$ cat src/sv/rtfd_pkg.sv
package rtfd_pkg;

    localparam int FRAME_W = 59;

    localparam logic [4:0] RESYNC_HOUR_RST   = 5'd5;
    localparam logic [5:0] RESYNC_MINUTE_RST = 6'd30;

    typedef enum logic [1:0] {
        CMD_DECODE   = 2'd0,
        CMD_CHECK    = 2'd1,
        CMD_SET_MARK = 2'd2,
        CMD_NONE     = 2'd3
    } t_cmd;

    typedef enum logic [1:0] {
        ST_CLEAR  = 2'd0,
        ST_SET    = 2'd1,
        ST_RSVD_A = 2'd2,
        ST_RSVD_B = 2'd3
    } t_status;

    typedef enum logic {
        CFG_RESYNC_HOUR   = 1'b0,
        CFG_RESYNC_MINUTE = 1'b1
    } t_cfg_idx;

    typedef struct packed {
        logic [1:0]         command;
        logic [FRAME_W-1:0] frame_bits;
        logic [4:0]         rtc_hours;
        logic [5:0]         rtc_minutes;
        logic [1:0]         status_value;
    } t_item;

    typedef struct packed {
        logic       minute_parity_ok;
        logic       hour_parity_ok;
        logic       date_parity_ok;
        logic       frame_ok;
        logic       rtc_write;
        logic [6:0] minute_value;
        logic [5:0] hour_value;
        logic [5:0] day_value;
        logic [4:0] month_value;
        logic [7:0] year_value;
        logic       summer_time;
        logic       time_set;
    } t_result;

    typedef struct packed {
        logic mark;
        logic summer;
    } t_state;

endpackage

$ cat src/sv/rtfd_if.sv
interface rtfd_in_if;
    logic                          valid;
    logic                          ready;
    logic [1:0]                    command;
    logic [rtfd_pkg::FRAME_W-1:0]  frame_bits;
    logic [4:0]                    rtc_hours;
    logic [5:0]                    rtc_minutes;
    logic [1:0]                    status_value;

    modport source (output valid, command, frame_bits, rtc_hours, rtc_minutes,
                    status_value, input ready);
    modport sink   (input valid, command, frame_bits, rtc_hours, rtc_minutes,
                    status_value, output ready);
endinterface

interface rtfd_out_if;
    logic       valid;
    logic       ready;
    logic       minute_parity_ok;
    logic       hour_parity_ok;
    logic       date_parity_ok;
    logic       frame_ok;
    logic       rtc_write;
    logic [6:0] minute_value;
    logic [5:0] hour_value;
    logic [5:0] day_value;
    logic [4:0] month_value;
    logic [7:0] year_value;
    logic       summer_time;
    logic       time_set;

    modport source (output valid, minute_parity_ok, hour_parity_ok, date_parity_ok,
                    frame_ok, rtc_write, minute_value, hour_value, day_value,
                    month_value, year_value, summer_time, time_set, input ready);
    modport sink   (input valid, minute_parity_ok, hour_parity_ok, date_parity_ok,
                    frame_ok, rtc_write, minute_value, hour_value, day_value,
                    month_value, year_value, summer_time, time_set, output ready);
endinterface

interface rtfd_cfg_if;
    logic       valid;
    logic       ready;
    logic       index;
    logic [5:0] data;

    modport source (output valid, index, data, input ready);
    modport sink   (input valid, index, data, output ready);
endinterface

$ cat src/sv/radio_time_frame_decoder.sv
// Channel | Dir | Payload                                       | Handshake
// i_in    | in  | command, frame_bits, rtc_hours/minutes, status | valid/ready
// o_out   | out | parity flags, frame_ok, rtc_write, binary values | valid/ready
// i_cfg   | in  | index (0 resync hour, 1 resync minute), data   | valid/ready
//
// One request per cycle sustained while results are taken. The input register
// loads at acceptance and the result register as it advances, raising o_out.valid.
// Synchronous active-low reset clears valids, the time-set mark, the summer flag
// and loads resync time 05:30. Config ready is always high.
// Output stall backs up through the input register; input ready falls only when
// both stages hold a request and the result is not taken.
module radio_time_frame_decoder (
    input  logic        i_clk,
    input  logic        i_rst_n,
    rtfd_in_if.sink     i_in,
    rtfd_out_if.source  o_out,
    rtfd_cfg_if.sink    i_cfg
);

    logic              r_s1_valid;
    rtfd_pkg::t_item   r_item;
    logic              r_out_valid;
    rtfd_pkg::t_result r_result;
    rtfd_pkg::t_state  r_state;
    logic [4:0]        r_resync_hour;
    logic [5:0]        r_resync_minute;

    rtfd_pkg::t_result n_result;
    rtfd_pkg::t_state  n_state;
    logic              s1_adv;
    logic              s1_fire;

    assign s1_adv    = !r_out_valid || o_out.ready;
    assign s1_fire   = s1_adv && r_s1_valid;
    assign i_in.ready  = !r_s1_valid || s1_adv;
    assign i_cfg.ready = 1'b1;

    rtfd_decode u_decode (
        .i_item          (r_item),
        .i_state         (r_state),
        .i_resync_hour   (r_resync_hour),
        .i_resync_minute (r_resync_minute),
        .o_result        (n_result),
        .o_state         (n_state)
    );

    always_ff @(posedge i_clk) begin
        if (!i_rst_n) begin
            r_s1_valid      <= 1'b0;
            r_out_valid     <= 1'b0;
            r_state         <= '0;
            r_resync_hour   <= rtfd_pkg::RESYNC_HOUR_RST;
            r_resync_minute <= rtfd_pkg::RESYNC_MINUTE_RST;
        end else begin
            if (i_in.ready) begin
                r_s1_valid <= i_in.valid;
            end
            if (s1_adv) begin
                r_out_valid <= r_s1_valid;
            end
            // state commits when its request moves into the result register
            if (s1_fire) begin
                r_state <= n_state;
            end
            if (i_cfg.valid) begin
                unique case (rtfd_pkg::t_cfg_idx'(i_cfg.index))
                    rtfd_pkg::CFG_RESYNC_HOUR:   r_resync_hour   <= i_cfg.data[4:0];
                    rtfd_pkg::CFG_RESYNC_MINUTE: r_resync_minute <= i_cfg.data;
                    default: ;
                endcase
            end
        end
    end

    always_ff @(posedge i_clk) begin
        if (i_in.valid && i_in.ready) begin
            r_item.command      <= i_in.command;
            r_item.frame_bits   <= i_in.frame_bits;
            r_item.rtc_hours    <= i_in.rtc_hours;
            r_item.rtc_minutes  <= i_in.rtc_minutes;
            r_item.status_value <= i_in.status_value;
        end
        if (s1_fire) begin
            r_result <= n_result;
        end
    end

    assign o_out.valid            = r_out_valid;
    assign o_out.minute_parity_ok = r_result.minute_parity_ok;
    assign o_out.hour_parity_ok   = r_result.hour_parity_ok;
    assign o_out.date_parity_ok   = r_result.date_parity_ok;
    assign o_out.frame_ok         = r_result.frame_ok;
    assign o_out.rtc_write        = r_result.rtc_write;
    assign o_out.minute_value     = r_result.minute_value;
    assign o_out.hour_value       = r_result.hour_value;
    assign o_out.day_value        = r_result.day_value;
    assign o_out.month_value      = r_result.month_value;
    assign o_out.year_value       = r_result.year_value;
    assign o_out.summer_time      = r_result.summer_time;
    assign o_out.time_set         = r_result.time_set;

endmodule

$ cat src/sv/rtfd_decode.sv
module rtfd_decode (
    input  rtfd_pkg::t_item   i_item,
    input  rtfd_pkg::t_state  i_state,
    input  logic [4:0]        i_resync_hour,
    input  logic [5:0]        i_resync_minute,
    output rtfd_pkg::t_result o_result,
    output rtfd_pkg::t_state  o_state
);

    logic [rtfd_pkg::FRAME_W-1:0] f;
    logic                         pm, ph, pd, all_ok;
    rtfd_pkg::t_state             st;
    rtfd_pkg::t_result            res;

    assign f = i_item.frame_bits;

    // even parity over each group must match its parity bit
    assign pm     = ((^f[27:21]) == f[28]);
    assign ph     = ((^f[34:29]) == f[35]);
    assign pd     = ((^f[57:36]) == f[58]);
    assign all_ok = pm & ph & pd;

    always_comb begin
        st  = i_state;
        res = '0;
        unique case (rtfd_pkg::t_cmd'(i_item.command))
            rtfd_pkg::CMD_DECODE: begin
                res.minute_parity_ok = pm;
                res.hour_parity_ok   = ph;
                res.date_parity_ok   = pd;
                if (all_ok) begin
                    res.frame_ok = 1'b1;
                    if (f[17]) begin
                        st.summer = 1'b1;
                    end else if (f[18]) begin
                        st.summer = 1'b0;
                    end
                    res.minute_value = 7'(f[24:21]) + 7'(f[27:25]) * 7'd10;
                    res.hour_value   = 6'(f[32:29]) + 6'(f[34:33]) * 6'd10;
                    res.day_value    = 6'(f[39:36]) + 6'(f[41:40]) * 6'd10;
                    res.month_value  = 5'(f[48:45]) + (f[49] ? 5'd10 : 5'd0);
                    res.year_value   = 8'(f[53:50]) + 8'(f[57:54]) * 8'd10;
                    if (!i_state.mark) begin
                        res.rtc_write = 1'b1;
                        st.mark       = 1'b1;
                    end
                end
            end
            rtfd_pkg::CMD_CHECK: begin
                if (i_item.rtc_hours == i_resync_hour &&
                    i_item.rtc_minutes == i_resync_minute) begin
                    st.mark = 1'b0;
                end
            end
            rtfd_pkg::CMD_SET_MARK: begin
                unique case (rtfd_pkg::t_status'(i_item.status_value))
                    rtfd_pkg::ST_CLEAR: st.mark = 1'b0;
                    rtfd_pkg::ST_SET:   st.mark = 1'b1;
                    default:            st.mark = i_state.mark;
                endcase
            end
            default: st = i_state;
        endcase
        res.summer_time = st.summer;
        res.time_set    = st.mark;
    end

    assign o_result = res;
    assign o_state  = st;

endmodule

$ cat src/flat_wrapper.sv
// flat-port wrapper written by rule: the top's interface ports become plain ports
module radio_time_frame_decoder_flat 
  (i_clk, i_rst_n, i_in_valid, i_in_command, i_in_frame_bits, i_in_rtc_hours, i_in_rtc_minutes, i_in_status_value, i_in_ready, o_out_valid, o_out_minute_parity_ok, o_out_hour_parity_ok, o_out_date_parity_ok, o_out_frame_ok, o_out_rtc_write, o_out_minute_value, o_out_hour_value, o_out_day_value, o_out_month_value, o_out_year_value, o_out_summer_time, o_out_time_set, o_out_ready, i_cfg_valid, i_cfg_index, i_cfg_data, i_cfg_ready);
  rtfd_in_if i_in_i ();
  rtfd_out_if o_out_i ();
  rtfd_cfg_if i_cfg_i ();
  input  logic i_clk;
  input  logic i_rst_n;
  input wire logic [$bits(i_in_i.valid)-1:0] i_in_valid;
  input wire logic [$bits(i_in_i.command)-1:0] i_in_command;
  input wire logic [$bits(i_in_i.frame_bits)-1:0] i_in_frame_bits;
  input wire logic [$bits(i_in_i.rtc_hours)-1:0] i_in_rtc_hours;
  input wire logic [$bits(i_in_i.rtc_minutes)-1:0] i_in_rtc_minutes;
  input wire logic [$bits(i_in_i.status_value)-1:0] i_in_status_value;
  output wire logic [$bits(i_in_i.ready)-1:0] i_in_ready;
  output wire logic [$bits(o_out_i.valid)-1:0] o_out_valid;
  output wire logic [$bits(o_out_i.minute_parity_ok)-1:0] o_out_minute_parity_ok;
  output wire logic [$bits(o_out_i.hour_parity_ok)-1:0] o_out_hour_parity_ok;
  output wire logic [$bits(o_out_i.date_parity_ok)-1:0] o_out_date_parity_ok;
  output wire logic [$bits(o_out_i.frame_ok)-1:0] o_out_frame_ok;
  output wire logic [$bits(o_out_i.rtc_write)-1:0] o_out_rtc_write;
  output wire logic [$bits(o_out_i.minute_value)-1:0] o_out_minute_value;
  output wire logic [$bits(o_out_i.hour_value)-1:0] o_out_hour_value;
  output wire logic [$bits(o_out_i.day_value)-1:0] o_out_day_value;
  output wire logic [$bits(o_out_i.month_value)-1:0] o_out_month_value;
  output wire logic [$bits(o_out_i.year_value)-1:0] o_out_year_value;
  output wire logic [$bits(o_out_i.summer_time)-1:0] o_out_summer_time;
  output wire logic [$bits(o_out_i.time_set)-1:0] o_out_time_set;
  input wire logic [$bits(o_out_i.ready)-1:0] o_out_ready;
  input wire logic [$bits(i_cfg_i.valid)-1:0] i_cfg_valid;
  input wire logic [$bits(i_cfg_i.index)-1:0] i_cfg_index;
  input wire logic [$bits(i_cfg_i.data)-1:0] i_cfg_data;
  output wire logic [$bits(i_cfg_i.ready)-1:0] i_cfg_ready;
  assign i_in_i.valid = i_in_valid;
  assign i_in_i.command = i_in_command;
  assign i_in_i.frame_bits = i_in_frame_bits;
  assign i_in_i.rtc_hours = i_in_rtc_hours;
  assign i_in_i.rtc_minutes = i_in_rtc_minutes;
  assign i_in_i.status_value = i_in_status_value;
  assign i_in_ready = i_in_i.ready;
  assign o_out_valid = o_out_i.valid;
  assign o_out_minute_parity_ok = o_out_i.minute_parity_ok;
  assign o_out_hour_parity_ok = o_out_i.hour_parity_ok;
  assign o_out_date_parity_ok = o_out_i.date_parity_ok;
  assign o_out_frame_ok = o_out_i.frame_ok;
  assign o_out_rtc_write = o_out_i.rtc_write;
  assign o_out_minute_value = o_out_i.minute_value;
  assign o_out_hour_value = o_out_i.hour_value;
  assign o_out_day_value = o_out_i.day_value;
  assign o_out_month_value = o_out_i.month_value;
  assign o_out_year_value = o_out_i.year_value;
  assign o_out_summer_time = o_out_i.summer_time;
  assign o_out_time_set = o_out_i.time_set;
  assign o_out_i.ready = o_out_ready;
  assign i_cfg_i.valid = i_cfg_valid;
  assign i_cfg_i.index = i_cfg_index;
  assign i_cfg_i.data = i_cfg_data;
  assign i_cfg_ready = i_cfg_i.ready;
  radio_time_frame_decoder u_core (.i_clk(i_clk), .i_rst_n(i_rst_n), .i_in(i_in_i), .o_out(o_out_i), .i_cfg(i_cfg_i));
endmodule
$ cat config.mk
export PLATFORM = sky130hd
export DESIGN_NAME = radio_time_frame_decoder_flat
export DESIGN_NICKNAME = d
export VERILOG_FILES = /design/src/sv/rtfd_pkg.sv /design/src/sv/rtfd_if.sv /design/src/sv/radio_time_frame_decoder.sv /design/src/sv/rtfd_decode.sv /design/src/flat_wrapper.sv
export SDC_FILE = /design/constraint.sdc
export NUM_CORES = 1
export LEC_CHECK = 0
export ABC_AREA = 1
export BUFFER_PORTS_ARGS = -buffer_cell sky130_fd_sc_hd__buf_2
export CORE_ASPECT_RATIO = 0.9
export CORE_MARGIN = 2
export CORE_UTILIZATION = 30
export DETAILED_ROUTE_END_ITERATION = 16
export PLACE_DENSITY = 0.56
export SLEW_MARGIN = 30
export SYNTH_ARGS = -nofsm -noshare
export SYNTH_HDL_FRONTEND = slang
export SYNTH_SLANG_ARGS = --single-unit
export TNS_END_PERCENT = 5
$ cat constraint.sdc
create_clock -name i_clk -period 2.45 [get_ports i_clk]
set_input_delay 0.1225 -clock i_clk [delete_from_list [all_inputs] [get_ports i_clk]]
set_output_delay 0.1225 -clock i_clk [all_outputs]
set_load 0.005 [all_outputs]
==> flow_summary.rst <==
.. list-table::
   :header-rows: 1

   * - Metric
     - Value
   * - Required time of the critical path
     - 2.65 ns
   * - Overall fraction of global-route tracks in use
     - 12.6%
   * - Setup crit start kind
     - register
   * - Hold violation total from the final report
     - 0
   * - Largest stage delay on the critical path
     - around 0.56 ns
   * - Crit-path max FO
     - 4
   * - Slew at the pin closest to its max-slew limit
     - about 0.6 ns
   * - Setup violators final
     - 0
   * - Post-Place Cell Area
     - between 0.006 and 0.007 mm2
   * - Routed wire length
     - between 10000 and 15000 um
   * - Cts bufs inserted
     - 9
   * - Die Y
     - around 130 um
   * - Clock slew seen by the registers of the worst setup and hold paths
     - around 0.070 ns
   * - Maximum frequency from static timing analysis
     - about 0.45 GHz
   * - Vias in the first global route
     - ~4000
   * - Sw frac
     - between 20% and 30%
   * - Fraction of power consumed by the clock network
     - about a third
   * - Cell type with the highest occurrence count on the critical path
     - sky130_fd_sc_hd__ha_1
   * - Static Leakage
     - roughly 3.2 nW
   * - Number of instances in the synthesized netlist
     - between 500 and 600
   * - Status
     - finished clean
   * - Number of inserted diodes
     - 0
   * - DR pass1 iterations
     - 4
   * - Switching component of the power
     - roughly 1.1 mW
   * - Final global-route overflow total
     - 0
   * - Power per standard cell area
     - 618 mW/mm2
   * - Via count normalized by instance count
     - 4.23
   * - Die Width
     - ~140 um
   * - Synthesized area per cell
     - between 10 and 15 um2
   * - Buf/Inv on CP
     - 0
   * - Worst skew pair latency
     - between 0.3 and 0.4 ns
   * - Max-cap violation count
     - 0
   * - Final design area excluding fillers
     - 0.00709 mm2
   * - Worst Hold Class
     - input pin to register
   * - Count of state elements after synthesis
     - about 110
   * - RSZ-0062 raised after global routing
     - false
   * - Detailed Route Iter0 Violations
     - between 150 and 200
   * - Yosys warnings
     - 0
   * - Number of primary I/O pins
     - 128
   * - TritonCTS clock tree
     - done
   * - CTS Root Buffer Type
     - sky130_fd_sc_hd__clkbuf_16
   * - Internal power of the cells
     - ~3.2 mW
   * - Sequential-to-total area share from yosys stat
     - about three fifths
   * - Post-CTS Hold Buffers
     - 60
   * - Fraction of the cycle the final worst path needs
     - about 91%
   * - Library cell contributing the largest single delay on the critical path
     - sky130_fd_sc_hd__fa_1
   * - Die Outline Area
     - around 0.019 mm2
   * - H-tree level count
     - 3
   * - Number of design rule violations left after detail routing
     - 0
   * - Number of instances resized during post-cts repair
     - 0
   * - Core Rows
     - 46
   * - Cell-by-cell trace of the critical path
     - ha_1 > ha_1 > fa_1 > nand3_1 > or2_2 > a21oi_2
   * - Initial standard-cell utilization of the core
     - about 30%
   * - CP Class
     - register to register
   * - Post-CTS setup-driven buffer insertion count
     - 0
   * - Cell family with the largest share of critical-path delay
     - adder cells
   * - Setup TNS after final layout
     - 0 ns
   * - Ratio of cells with drive above 1 in the final layout
     - 25.4%
   * - Critical path data arrival time
     - roughly 2.4 ns
   * - GP Congestion
     - 0.772
   * - Largest net degree at the start of global routing
     - 44
   * - Area delta synth->final
     - 33.1%
   * - Worst slew margin
     - ~60%
   * - Sort of element at the end of the critical path
     - register
   * - Final HPWL DP
     - just over 8000 um
   * - TritonCTS Sinks
     - around 110
   * - Clock tree buffer depth
     - 2
   * - Post-route antenna net violation count
     - 0
   * - Drt wl/cell
     - about 12 um
   * - Core Footprint
     - 0.0175 mm2
   * - Antenna violations before repair
     - 0
   * - Layout net count
     - a little over 800
   * - IO buf count
     - ~110
   * - Distinct cell type count of the synthesized netlist
     - 30
   * - Sequential Power Share
     - roughly half
   * - Largest vdd supply drop
     - about 440 uV
   * - Final worst path period need
     - between 2 and 2.5 ns
   * - Slew Viols, Final
     - 0
   * - Max Clock Skew
     - roughly 0.011 ns
   * - Post-synth design cell area
     - 0.00533 mm2
   * - Combinational cell fraction of total power
     - between 15 and 20%
   * - Net count of the mapped netlist
     - between 600 and 700
   * - Wire length of the first global-routing pass
     - 18400 um
   * - Count of vias placed by the detailed router
     - 3977
## state kept, by name (all words and copies together), names as in the netlist, 2 cells and up
name,flops
u_core.r_item,55
u_core.o_out.year_value,8
u_core.o_out.minute_value,7
u_core.o_out.day_value,6
u_core.o_out.hour_value,6
u_core.r_resync_minute,6
u_core.o_out.month_value,5
u_core.r_resync_hour,5
u_core.r_state,2
## per-layer routing
| layer | routed length (um) | vias to the layer above | global-route usage, % |
|---|---|---|---|
| li1 | - | 2029 | - |
| met5 | 0 | - | 0 |
| met4 | 203 | 0 | 4.63 |
| met3 | 666 | 16 | 4.08 |
| met1 | 5090 | 1834 | 14.7 |
| met2 | 5320 | 98 | 21.9 |
## cell usage in the layout (no fill, tap or decap), types with 2 or more instances in the layout
cell	n
sky130_fd_sc_hd__inv_6	2
sky130_fd_sc_hd__or2_2	6
sky130_fd_sc_hd__nand2_1	139
sky130_fd_sc_hd__buf_4	6
sky130_fd_sc_hd__inv_1	72
sky130_fd_sc_hd__a21oi_2	7
sky130_fd_sc_hd__nor2_2	24
sky130_fd_sc_hd__dlygate4sd3_1	60
sky130_fd_sc_hd__xnor2_1	11
sky130_fd_sc_hd__nand2_2	3
sky130_fd_sc_hd__a21oi_1	9
sky130_fd_sc_hd__edfxtp_1	94
sky130_fd_sc_hd__xor2_1	15
sky130_fd_sc_hd__nand4_1	4
sky130_fd_sc_hd__fa_1	5
sky130_fd_sc_hd__inv_2	4
sky130_fd_sc_hd__ha_1	22
sky130_fd_sc_hd__dfxtp_1	15
sky130_fd_sc_hd__nand3_1	31
sky130_fd_sc_hd__clkbuf_16	9
sky130_fd_sc_hd__nor2_1	28
sky130_fd_sc_hd__o21ai_0	11
sky130_fd_sc_hd__nor3_1	3
sky130_fd_sc_hd__buf_2	107
## logic make-up (layout without fill, tap and decap cells)
kind of cell | after synthesis | in the layout | synth area share (%)
AO/OA/AOI/OAI | 30 | 30 | 3.48
XOR/XNOR | 26 | 26 | 4.28
adder cells (fa/ha/maj) | 27 | 27 | 7.05
buffers and inverters | 81 | 266 | 6.20
flip-flops | 109 | 109 | 58.6
other | 1 | 1 | 0.0704
AND/OR/NAND/NOR | 242 | 242 | 20.3
## worst min-delay path, cell delays in order
cell and delay [ns]:
sky130_fd_sc_hd__buf_2 0.07, sky130_fd_sc_hd__o21ai_0 0.07, sky130_fd_sc_hd__nor2_1 0.07
## per-stage QoR
step	hold WS, ns	util [%]	cells	power [mW]	worst slack (ns)
2_1_floorplan	0.221	-	516	2.64	0.323
3_3_place_gp	0.300	35.3	865	2.83	0.283
3_5_place_dp	0.301	35.3	865	2.85	0.237
4_1_cts	0.00831	40.5	941	4.44	0.225
5_1_grt	0.0582	40.5	941	4.61	0.0315
6_report	0.0186	40.5	941	4.38	0.214
## area by class of cell
type	instances	area, um2
repair buffers	174	1200
multi-input cells	326	1870
well taps	240	300
clock inverters	7	78.8
fillers	1731	10400
inverters	76	285
clock buffers	9	225
flip-flops and latches	109	3120
## worst paths after layout
check | slack (ns) | end | from | cells after the start
max | 0.21 | u_core.o_out.year_value[6] | u_core.r_item[70] | 6
min | 0.02 | u_core.r_resync_minute[5] | i_cfg_data[5] | 3
max reg2reg | 0.21 | u_core.o_out.year_value[6] | u_core.r_item[70] | 6
min reg2reg | 0.48 | u_core.r_resync_hour[3] | u_core.r_resync_hour[3] | 2
## synth_stat cells (all sizes together)
cell,instances,share of area [%]
ha,22,5.2
nand2,142,10
xor2,15,2.5
dfxtp,15,5.6
fa,5,1.9
nor2,53,5.0
xnor2,11,1.8
buf,4,0.78
conb,1,0.070
o211ai,1,0.14
nand3,32,3.2
nor3,4,0.59
o21a,1,0.14
inv,76,5.4
or2,7,0.82
a21oi,16,2.0
nand4,4,0.47
o21ai,12,1.2
edfxtp,94,53
clkbuf,1,0.070
## power groups by stage
stage | clock (mW) | combinational (mW) | sequential, mW
6_report | 1.50 | 0.671 | 2.21
3_3_place_gp | 0 | 0.580 | 2.25
2_1_floorplan | 0 | 0.396 | 2.24
5_1_grt | 1.62 | 0.765 | 2.22
4_1_cts | 1.56 | 0.678 | 2.21
3_5_place_dp | 0 | 0.601 | 2.25
Power figures use the tool's default switching activity.
